[config.mk]
export PLATFORM = sky130hd
export DESIGN_NAME = srec_record_parser
export DESIGN_NICKNAME = d
export VERILOG_FILES = /design/src/sv/srec_pkg.sv /design/src/sv/srec_parse.sv /design/src/sv/srec_record_parser.sv
export SDC_FILE = /design/constraint.sdc
export NUM_CORES = 1
export LEC_CHECK = 0
export ABC_CLOCK_PERIOD_IN_PS = 16300
export BUFFER_PORTS_ARGS = -buffer_cell sky130_fd_sc_hd__buf_2
export CAP_MARGIN = 0
export CORE_ASPECT_RATIO = 1.5
export CORE_UTILIZATION = 65
export CTS_CLUSTER_DIAMETER = 150
export DETAILED_ROUTE_END_ITERATION = 6
export GPL_ROUTABILITY_DRIVEN = 0
export GPL_TIMING_DRIVEN = 1
export PLACE_DENSITY = 0.85
export SLEW_MARGIN = 20
export SYNTH_ARGS = -nofsm -noshare
export SYNTH_HDL_FRONTEND = slang
export SYNTH_SLANG_ARGS = --single-unit
[constraint.sdc]
create_clock -name clk -period 16.3 [get_ports clk]
set_clock_uncertainty 0.2 [all_clocks]
set_input_delay 3.26 -clock clk [delete_from_list [all_inputs] [get_ports clk]]
set_output_delay 3.26 -clock clk [all_outputs]
set_load 0.05 [all_outputs]
[src/sv/srec_pkg.sv]
package srec_pkg;

  // ascii characters the parser looks for
  localparam logic [7:0] CH_S     = 8'h53;
  localparam logic [7:0] CH_ZERO  = 8'h30;
  localparam logic [7:0] CH_NINE  = 8'h39;
  localparam logic [7:0] CH_UA    = 8'h41;
  localparam logic [7:0] CH_UF    = 8'h46;
  localparam logic [7:0] CH_LA    = 8'h61;
  localparam logic [7:0] CH_LF    = 8'h66;

  // result kinds
  localparam logic KIND_DATA   = 1'b0;
  localparam logic KIND_STATUS = 1'b1;

  // status codes
  localparam logic [2:0] ST_OK        = 3'd0;
  localparam logic [2:0] ST_BAD_SUM   = 3'd1;
  localparam logic [2:0] ST_BAD_TYPE  = 3'd2;
  localparam logic [2:0] ST_BAD_COUNT = 3'd3;
  localparam logic [2:0] ST_BAD_HEX   = 3'd4;

  // record type that is not allowed
  localparam logic [3:0] TYPE_RESERVED = 4'd4;

  // width of the packed output data word
  localparam int OUT_DATA_W = 48;

  typedef struct packed {
    logic        kind;
    logic [3:0]  record_type;
    logic [31:0] byte_address;
    logic [7:0]  data_byte;
    logic [2:0]  status;
  } srec_res_t;

  // hex digit decode: {valid, value}
  function automatic logic [4:0] hex_decode(input logic [7:0] c);
    logic [4:0] r;
    r = 5'd0;
    if (c >= CH_ZERO && c <= CH_NINE) begin
      r = {1'b1, c[3:0]};
    end else if ((c >= CH_UA && c <= CH_UF) || (c >= CH_LA && c <= CH_LF)) begin
      r = {1'b1, c[3:0] + 4'd9};
    end
    return r;
  endfunction

  // number of address bytes for a record type
  function automatic logic [2:0] addr_size(input logic [3:0] t);
    logic [2:0] r;
    unique case (t)
      4'd2, 4'd6, 4'd8: r = 3'd3;
      4'd3, 4'd7:       r = 3'd4;
      default:          r = 3'd2;
    endcase
    return r;
  endfunction

endpackage

[src/sv/srec_parse.sv]
module srec_parse
  import srec_pkg::*;
(
  input  logic      clk,
  input  logic      rst_n,
  input  logic      char_fire,
  input  logic [7:0] char_in,
  output logic      res_valid,
  output srec_res_t res
);

  localparam logic [2:0] PH_IDLE  = 3'd0;
  localparam logic [2:0] PH_TYPE  = 3'd1;
  localparam logic [2:0] PH_COUNT = 3'd2;
  localparam logic [2:0] PH_ADDR  = 3'd3;
  localparam logic [2:0] PH_DATA  = 3'd4;
  localparam logic [2:0] PH_SUM   = 3'd5;

  logic [2:0]  phase_r, phase_nxt;
  logic [3:0]  rec_type_r, rec_type_nxt;
  logic [3:0]  high_nib_r, high_nib_nxt;
  logic        nib_tog_r, nib_tog_nxt;
  logic [2:0]  addr_left_r, addr_left_nxt;
  logic [7:0]  data_left_r, data_left_nxt;
  logic [31:0] rec_addr_r, rec_addr_nxt;
  logic [7:0]  offset_r, offset_nxt;
  logic [7:0]  sum_r, sum_nxt;

  logic [4:0] hex;
  logic [7:0] byte_val;
  logic [2:0] asz;
  logic       is_digit;
  logic [3:0] type_digit;
  logic [2:0] addr_left_dec;

  assign hex           = hex_decode(char_in);
  assign byte_val      = {high_nib_r, hex[3:0]};
  assign asz           = addr_size(rec_type_r);
  assign is_digit      = (char_in >= CH_ZERO) && (char_in <= CH_NINE);
  assign type_digit    = is_digit ? char_in[3:0] : 4'd0;
  assign addr_left_dec = addr_left_r - 3'd1;

  // next state and result for one character
  always_comb begin
    phase_nxt     = phase_r;
    rec_type_nxt  = rec_type_r;
    high_nib_nxt  = high_nib_r;
    nib_tog_nxt   = nib_tog_r;
    addr_left_nxt = addr_left_r;
    data_left_nxt = data_left_r;
    rec_addr_nxt  = rec_addr_r;
    offset_nxt    = offset_r;
    sum_nxt       = sum_r;
    res_valid          = 1'b0;
    res.kind           = KIND_STATUS;
    res.record_type    = rec_type_r;
    res.byte_address   = rec_addr_r;
    res.data_byte      = 8'd0;
    res.status         = ST_OK;
    if (char_fire) begin
      unique case (phase_r)
        PH_IDLE: begin
          if (char_in == CH_S) begin
            phase_nxt = PH_TYPE;
            rec_type_nxt = 4'd0;  high_nib_nxt = 4'd0; nib_tog_nxt = 1'b0;
            addr_left_nxt = 3'd0; data_left_nxt = 8'd0; rec_addr_nxt = 32'd0;
            offset_nxt = 8'd0;    sum_nxt = 8'd0;
          end
        end
        PH_TYPE: begin
          if (is_digit && type_digit != TYPE_RESERVED) begin
            rec_type_nxt = type_digit;
            phase_nxt    = PH_COUNT;
          end else begin
            res_valid       = 1'b1;
            res.record_type = type_digit;
            res.status      = ST_BAD_TYPE;
            // an S here reopens a record right away
            if (char_in == CH_S) begin
              phase_nxt = PH_TYPE;
              rec_type_nxt = 4'd0;  high_nib_nxt = 4'd0; nib_tog_nxt = 1'b0;
              addr_left_nxt = 3'd0; data_left_nxt = 8'd0; rec_addr_nxt = 32'd0;
              offset_nxt = 8'd0;    sum_nxt = 8'd0;
            end else begin
              phase_nxt = PH_IDLE;
            end
          end
        end
        PH_COUNT, PH_ADDR, PH_DATA, PH_SUM: begin
          if (!hex[4]) begin
            res_valid  = 1'b1;
            res.status = ST_BAD_HEX;
            if (char_in == CH_S) begin
              phase_nxt = PH_TYPE;
              rec_type_nxt = 4'd0;  high_nib_nxt = 4'd0; nib_tog_nxt = 1'b0;
              addr_left_nxt = 3'd0; data_left_nxt = 8'd0; rec_addr_nxt = 32'd0;
              offset_nxt = 8'd0;    sum_nxt = 8'd0;
            end else begin
              phase_nxt = PH_IDLE;
            end
          end else if (!nib_tog_r) begin
            high_nib_nxt = hex[3:0];
            nib_tog_nxt  = 1'b1;
          end else begin
            nib_tog_nxt = 1'b0;
            unique case (phase_r)
              PH_COUNT: begin
                if (byte_val < {5'd0, asz} + 8'd1) begin
                  phase_nxt  = PH_IDLE;
                  res_valid  = 1'b1;
                  res.status = ST_BAD_COUNT;
                end else begin
                  sum_nxt       = byte_val;
                  addr_left_nxt = asz;
                  data_left_nxt = byte_val - {5'd0, asz} - 8'd1;
                  phase_nxt     = PH_ADDR;
                end
              end
              PH_ADDR: begin
                rec_addr_nxt  = {rec_addr_r[23:0], byte_val};
                sum_nxt       = sum_r + byte_val;
                addr_left_nxt = addr_left_dec;
                if (addr_left_dec == 3'd0) begin
                  phase_nxt = (data_left_r == 8'd0) ? PH_SUM : PH_DATA;
                end
              end
              PH_DATA: begin
                res_valid        = 1'b1;
                res.kind         = KIND_DATA;
                res.byte_address = rec_addr_r + {24'd0, offset_r};
                res.data_byte    = byte_val;
                sum_nxt          = sum_r + byte_val;
                offset_nxt       = offset_r + 8'd1;
                data_left_nxt    = data_left_r - 8'd1;
                if (data_left_r == 8'd1) begin
                  phase_nxt = PH_SUM;
                end
              end
              default: begin
                // checksum byte closes the record
                phase_nxt  = PH_IDLE;
                res_valid  = 1'b1;
                res.status = (byte_val == ~sum_r) ? ST_OK : ST_BAD_SUM;
              end
            endcase
          end
        end
        default: begin
          phase_nxt = PH_IDLE;
        end
      endcase
    end
  end

  // parser state
  always_ff @(posedge clk) begin
    if (!rst_n) begin
      phase_r     <= PH_IDLE;
      rec_type_r  <= 4'd0;
      high_nib_r  <= 4'd0;
      nib_tog_r   <= 1'b0;
      addr_left_r <= 3'd0;
      data_left_r <= 8'd0;
      rec_addr_r  <= 32'd0;
      offset_r    <= 8'd0;
      sum_r       <= 8'd0;
    end else begin
      phase_r     <= phase_nxt;
      rec_type_r  <= rec_type_nxt;
      high_nib_r  <= high_nib_nxt;
      nib_tog_r   <= nib_tog_nxt;
      addr_left_r <= addr_left_nxt;
      data_left_r <= data_left_nxt;
      rec_addr_r  <= rec_addr_nxt;
      offset_r    <= offset_nxt;
      sum_r       <= sum_nxt;
    end
  end

endmodule

[src/sv/srec_record_parser.sv]
// Motorola S-record text parser.
// in_*  : one ASCII character per beat (in_tdata[7:0]).
// out_* : one result per beat; out_tuser is the kind (0 data byte,
//         1 end-of-record status). Data beats carry the byte and its
//         address, status beats carry the record address and the code
//         (ok, bad checksum, bad type, bad count, bad hex digit).
// Throughput: one character per cycle while in_tready is high. The parser
// state register updates directly from the incoming character, so
// that loop sets the rate.
// Results: a result is formed combinationally from the accepted
// character and registered in the output or skid register.
// Stall: results sit in an output register backed by a one-beat skid
// register; in_tready drops only when both are full, and nothing is lost.
// Reset (rst_n low, synchronous): the parser returns to waiting for 'S'
// and both output registers are emptied.
module srec_record_parser
  import srec_pkg::*;
(
  input  logic                  clk,
  input  logic                  rst_n,
  input  logic                  in_tvalid,
  output logic                  in_tready,
  input  logic [7:0]            in_tdata,   // char_in[7:0]
  output logic                  out_tvalid,
  input  logic                  out_tready,
  output logic [OUT_DATA_W-1:0] out_tdata,  // record_type[3:0], byte_address[35:4],
                                            // data_byte[43:36], status[46:44], zero[47]
  output logic                  out_tuser   // kind[0]
);

  logic      in_fire;
  logic      res_valid;
  srec_res_t res;

  logic      out_valid_r, out_valid_nxt;
  srec_res_t out_res_r, out_res_nxt;
  logic      skid_valid_r, skid_valid_nxt;
  srec_res_t skid_res_r, skid_res_nxt;
  logic      out_load;

  assign in_tready = !skid_valid_r;
  assign in_fire   = in_tvalid && in_tready;

  srec_parse u_parse (
    .clk       (clk),
    .rst_n     (rst_n),
    .char_fire (in_fire),
    .char_in   (in_tdata),
    .res_valid (res_valid),
    .res       (res)
  );

  // output register with skid behind it
  assign out_load = !out_valid_r || out_tready;

  always_comb begin
    out_valid_nxt  = out_valid_r;
    out_res_nxt    = out_res_r;
    skid_valid_nxt = skid_valid_r;
    skid_res_nxt   = skid_res_r;
    if (out_load) begin
      if (skid_valid_r) begin
        out_valid_nxt  = 1'b1;
        out_res_nxt    = skid_res_r;
        skid_valid_nxt = 1'b0;
      end else begin
        out_valid_nxt = res_valid;
        out_res_nxt   = res;
      end
    end else if (res_valid) begin
      skid_valid_nxt = 1'b1;
      skid_res_nxt   = res;
    end
  end

  always_ff @(posedge clk) begin
    if (!rst_n) begin
      out_valid_r  <= 1'b0;
      skid_valid_r <= 1'b0;
    end else begin
      out_valid_r  <= out_valid_nxt;
      skid_valid_r <= skid_valid_nxt;
    end
  end

  always_ff @(posedge clk) begin
    out_res_r  <= out_res_nxt;
    skid_res_r <= skid_res_nxt;
  end

  // pack result beat
  assign out_tvalid = out_valid_r;
  assign out_tuser  = out_res_r.kind;
  assign out_tdata  = {1'b0, out_res_r.status, out_res_r.data_byte,
                       out_res_r.byte_address, out_res_r.record_type};

endmodule

---- Yosys cells after proc, flatten, opt, wreduce, memory -nomap -nowiden ----
Cells that the tools add are included.
word-level totals
  logic and storage cells ................. 183
  output and inout port bits .............. 51
  input port bits ......................... 12
  flip-flop bits (word level) ............. 169
operators by class
  bitwise operators ....................... 3
  order comparisons ....................... 7
  muxes and demuxes ....................... 88
  $add $sub $neg .......................... 9
  reductions and logical operators ........ 28
  equality and inequality tests ........... 27
operator list
  cell                   number
  $mux W32               5
  $mux W40               3
  $mux W8                15
  $mux W48               2
  $pmux W32 S3           1
  $pmux W8 S3            3
  $mux W43               1
  $mux W4                10
  $mux W3                11
  $add A32 B8 Y32        1
  $pmux W8 S2            2
  $pmux W3 S3            3
  $ne A4 B4 Y1 const B   6
  $pmux W3 S2            4
  $pmux W4 S3            2
  $reduce_and A6 Y1      3
  $mux W1                17
  $ge A8 B7 Y1 const B   2
  $le A8 B7 Y1 const B   2
  $sub A8 B1 Y8 const B  2
  $reduce_and A5 Y1      3
  $mux W5                2
  $ne A3 B3 Y1 const B   3
  $add A8 B1 Y8 const B  1
  other kinds (38)       58

---- Logic depth before layout (Yosys ltp) ----
  depth in word-level cells ............... 13
  mapped depth ............................ 17

---- Cells and area by module ----
Synthesis repeated with hierarchy kept, for this count alone.
unflattened totals
  cells, all modules ...................... 796
  area, all modules ....................... 8964.8 um^2
by module, submodules not included
  module              area an instance (um^2)  times used  cells an instance
  srec_parse          5152.4                   1           634
  srec_record_parser  3812.4                   1           162

---- Least setup slack after synthesis ----
No wires, ideal clock.
  kind .................................... input-to-reg
  from .................................... input in_tdata[3]
  to ...................................... register skid_res_r[0] (netlist name) (enable)
  cell stages on the path ................. 13
  buffers on the path ..................... 2
  required time ........................... 15.631 ns
  arrival time ............................ 8.181 ns
  setup time .............................. 0.469 ns
  path slack .............................. 7.450 ns
  cells stage by stage .................... buf_6 -> or3b_4 -> a211o_1 -> o21a_1 -> clkbuf_1 -> nor2_1 -> ha_1 -> nand2b_1 -> a21oi_1 -> or3_1 -> nand2_1 -> a21oi_1 -> a21oi_1
on the way
  cells in the longest elaborated chain, start to end .. 13
  elaborated cells on any way between the ends .. 25
  those cells by class .................... add/sub (1); order compare (7); eq/ne (1); mux (10); reduce/logical (6)
RTL lines
  element                                       line                      source
  start, declared                               srec_record_parser.sv:23  input logic [7:0] in_tdata,
  $ge A8 B7 Y1 or $le A8 B7 Y1 (tied branches)  srec_pkg.sv:43            end else if ((c >= CH_UA && c <= CH_UF) || (c >= CH_LA && c <= CH_LF)) begin
  $logic_and A1 B1 Y1                           srec_pkg.sv:43
  $logic_or A1 B1 Y1                            srec_pkg.sv:43
  $mux W5                                       srec_pkg.sv:43
  $mux W5                                       srec_pkg.sv:41            if (c >= CH_ZERO && c <= CH_NINE) begin
  $lt A8 B8 Y1                                  srec_parse.sv:108         if (byte_val < {5'd0, asz} + 8'd1) begin
  $mux W1                                       srec_parse.sv:108
  $pmux W1 S2                                   srec_parse.sv:106         unique case (phase_r)
  $mux W1                                       srec_parse.sv:101         end else if (!nib_tog_r) begin
  $mux W1                                       srec_parse.sv:90          if (!hex[4]) begin
  $pmux W1 S2 (*)                               srec_parse.sv:61          unique case (phase_r)
  $mux W1 (*)                                   srec_parse.sv:60          if (char_fire) begin
  $reduce_and A2 Y1 (no source line) (*)        -
  end signal, assigned                          srec_record_parser.sv:88  skid_res_r <= skid_res_nxt;
  end, declared                                 srec_record_parser.sv:38  srec_res_t skid_res_r, skid_res_nxt;
Every way passes the cells marked *; elsewhere a longest branch is shown, timed or not.
A chain may end at the register's enable or synchronous reset.

---- Worst setup path in the final report ----
  from .................................... input in_tdata[0]
  to ...................................... register u_parse.data_left_r[4]
on the way
  cells in the longest elaborated chain, start to end .. 12
  elaborated cells on any way between the ends .. 32
  those cells by class .................... add/sub (3); order compare (7); eq/ne (6); mux (10); reduce/logical (6)
RTL lines
  element                                       line               source
  $ge A8 B7 Y1 or $le A8 B7 Y1 (tied branches)  srec_pkg.sv:43
  $logic_and A1 B1 Y1                           srec_pkg.sv:43
  $logic_or A1 B1 Y1                            srec_pkg.sv:43
  $mux W5                                       srec_pkg.sv:43
  $mux W5                                       srec_pkg.sv:41
  $sub A8 B3 Y8                                 srec_parse.sv:115  data_left_nxt = byte_val - {5'd0, asz} - 8'd1;
  $sub A8 B1 Y8                                 srec_parse.sv:115
  $mux W8                                       srec_parse.sv:108
  $pmux W8 S2                                   srec_parse.sv:106
  $mux W8                                       srec_parse.sv:101
  $mux W8                                       srec_parse.sv:90
  $pmux W8 S3                                   srec_parse.sv:61
  end signal, assigned                          srec_parse.sv:173  data_left_r <= data_left_nxt;
  end, declared                                 srec_parse.sv:24   logic [7:0] data_left_r, data_left_nxt;
Parallel ways exist; a longest one is shown, timed or not. The select of a mux whose other input is x is not followed.

==> flow_metrics.tcl <==
set metrics [dict create \
    synth-edff-count 96 \
    clock_sinks 169 \
    dr.pass1.iters 6 \
    place_inst 997 \
    yosys.area.top_type_share 0.3294 \
    h-tree-depth 4 \
    core_area_mm2 0.01308 \
    yosys_warnings 0 \
    power.leakage_uw 0.004153 \
    worstHoldPathType "flip-flop to flip-flop" \
    layout-drive-gt1-share 0.1853 \
    syn_inst 810 \
    critical_path_buf_inv_count 2 \
    dr.first_iter.drc_count 582 \
    cts-resized-gates 0 \
    start_util 0.6690 \
    wl_per_cell_um 21.02 \
    finish.net_count 906 \
    synth_area_leaders "edfxtp_1 33%, dfxtp_1 17%, ha_1 4.9%, mux2_2 4.6%, a22o_1 3.2%" \
    cts_buffers 17 \
    syn_nets 859 \
    rows 51 \
    period_minus_slack_ns 7.220 \
    p_per_area_mw_per_mm2 95.57 \
    dpl_cell_area_mm2 0.009120 \
    tns_ns 0 \
    hold_viol 0 \
    cp-start-kind "input pin" \
    post-dp-hpwl_um 14850 \
    drc_errors 0 \
    cp_top_family "compound AO/OA/AOI/OAI gates" \
    cts_tree "built" \
    port_buffers 61 \
    via_per_inst 6.760 \
    status "complete, no violations" \
    synthesis.area_mm2 0.008751 \
    synth_area_leader_cell "edfxtp_1" \
    antenna_found_initial 0 \
    wl_um 21610 \
    hold_slack_ns 0.3028 \
    ys.flop_type "edfxtp_1" \
    utilization 0.7427 \
    ios 63 \
    arrival_ns 7.35 \
    clock_path_buffers 2 \
    grt_max_degree 52 \
    clock_latency_ns 0.43 \
    die_x_um 96.74 \
    slew_headroom 0.3341 \
    slew_violations 0 \
    vias 6949 \
    first_global_vias 6942 \
    tightest_slew_ns 0.9988 \
    hold_buffers 0 \
    antenna_left 0 \
    crit_fanout 12 \
    area_delta_synth_final_pct 11.02 \
    clock-root-buffer "clkbuf_16" \
    cts.reportedPaths.clkPinSlew_ns 0.07 \
    diodes 0 \
    yosysSeqAreaShare 0.4964 \
    yosys.cell_types.count 78 \
    rsz0062_at_grt "no" \
    vdd_ir_drop_max_mv 0.08387 \
    endpoint_kind "flip-flop" \
    cts_setup_buffers 0 \
    cap_violations 0 \
    stdcell_count 1028 \
    slowest_stage "a2111oi_1" \
    critPathRequiredTime_ns 16.43 \
    grt_use_total 0.3175 \
    synthTopCellsByCount "96 x edfxtp_1, 73 x dfxtp_1, 60 x nand2_1" \
    cpPeakStageDelay_ns 0.75 \
    period_share 0.4429 \
    synth-seq-cells 169 \
    gr-total-overflow 0 \
    stdcell_area_mm2 0.009716 \
    fmax_ghz 0.1385 \
    yosysMostFrequentCell "edfxtp_1" \
    synthArstFlopShare 0 \
    path_class "input pin to flip-flop" \
    grt_pass1_wl_um 34780 \
    die_area_mm2 0.01394 \
    finalSetupViolCount 0 \
    crit_chain "buf_2 > inv_1 > ha_1 > nor2b_1 > a211oi_1 > o21a_1 > nor2_1 > ha_1 > o21ai_0 > a21oi_1 > o21ai_0 > a2111oi_1 > and2_1 > o311ai_0 > a21oi_1" \
    synth.avg_cell_area_um2 10.80 \
    die-height_um 144.1 \
]
[path summary, 6_finish.rpt]
check                                              end              startpoint  depth (start not counted)  slack (ns)
worst min-delay path            u_parse.addr_left_r[1]  u_parse.addr_left_r[1]                          1        0.30
worst max register to register          skid_res_r[14]   u_parse.rec_type_r[1]                         13       12.39
worst max-delay path            u_parse.data_left_r[4]             in_tdata[0]                         15        9.08
worst min register to register  u_parse.addr_left_r[1]  u_parse.addr_left_r[1]                          1        0.30
[cell families after synthesis]
group	after synthesis	synth area share
AO/OA/AOI/OAI	201	0.1616
flip-flops	169	0.4964
other	1	0.0004285
multiplexers	39	0.05033
adder cells (fa/ha/maj)	37	0.05548
AND/OR/NAND/NOR	248	0.1553
XOR/XNOR	43	0.04304
buffers and inverters	72	0.03746
[worst register-to-register path: stages (launching register included)]
cell     delay (ns)
dfxtp_1        0.39
nor2b_1        0.20
a21oi_1        0.06
nor2_1         0.22
inv_1          0.15
ha_1           0.35
ha_1           0.29
o21ai_0        0.15
a21oi_1        0.11
or3_1          0.46
nand2_1        0.10
a21oi_1        0.12
a21oi_4        0.19
buf_4          0.54
[power by group]
part | total [uW] | switching (uW) | leakage, uW | internal, uW
registers | 457 | 3.07 | 0.00162 | 454
logic | 63.3 | 48.8 | 0.00225 | 14.5
clock network | 408 | 178 | 0.000291 | 230
[flip-flops by register name (all words and copies together), names as in the netlist, 3 cells and up]
name                 count
u_parse.rec_addr_r      32
out_tdata               47
skid_res_r              48
u_parse.data_left_r      8
u_parse.addr_left_r      3
u_parse.rec_type_r       4
u_parse.high_nib_r       4
u_parse.sum_r            8
u_parse.phase_r          3
u_parse.offset_r         8
[per-stage QoR]
step	worst slack, ns	total power (uW)
after global routing	8.701	952.4
after detailed placement	8.714	527.6
after CTS	9.144	928.0
after global placement	8.985	526.0
final	9.080	928.5
after floorplan	7.450	512.3
[final cells by class]
type                    count  area [um2]
fillers                   839        3366
well taps                 159       198.9
clock buffers              17       425.4
repair buffers             68       357.8
clock inverters            14       163.9
multi-input cells         569        4105
flip-flops and latches    169        4344
inverters                  32       120.1
[cell usage in the layout, fill, tap and decap left out, drive strengths merged, types with 9 or more instances in the layout]
cell type / Yosys / final
clkbuf: 23 / 17
ha: 34 / 34
a22o: 32 / 32
dfxtp: 73 / 73
inv: 31 / 39
nor2: 59 / 59
buf: 17 / 68
edfxtp: 96 / 96
and3: 10 / 10
nand4: 10 / 10
xor2: 30 / 30
mux2: 37 / 37
a21oi: 36 / 36
xnor2: 13 / 13
nor2b: 13 / 13
nor3: 24 / 24
nand3: 14 / 14
o21ai: 45 / 45
and2: 9 / 9
a21o: 15 / 15
nand2: 62 / 62
[metal layers]
metal | part of all wire | GRT usage | vias to the layer above
li1 | - | - | 3117
met1 | 0.36 | 0.3461 | 3290
met2 | 0.52 | 0.5701 | 407
met3 | 0.062 | 0.06042 | 135
met4 | 0.057 | 0.1980 | 0
met5 | 0 | 0 | -
(Power assumes the default switching activity.)
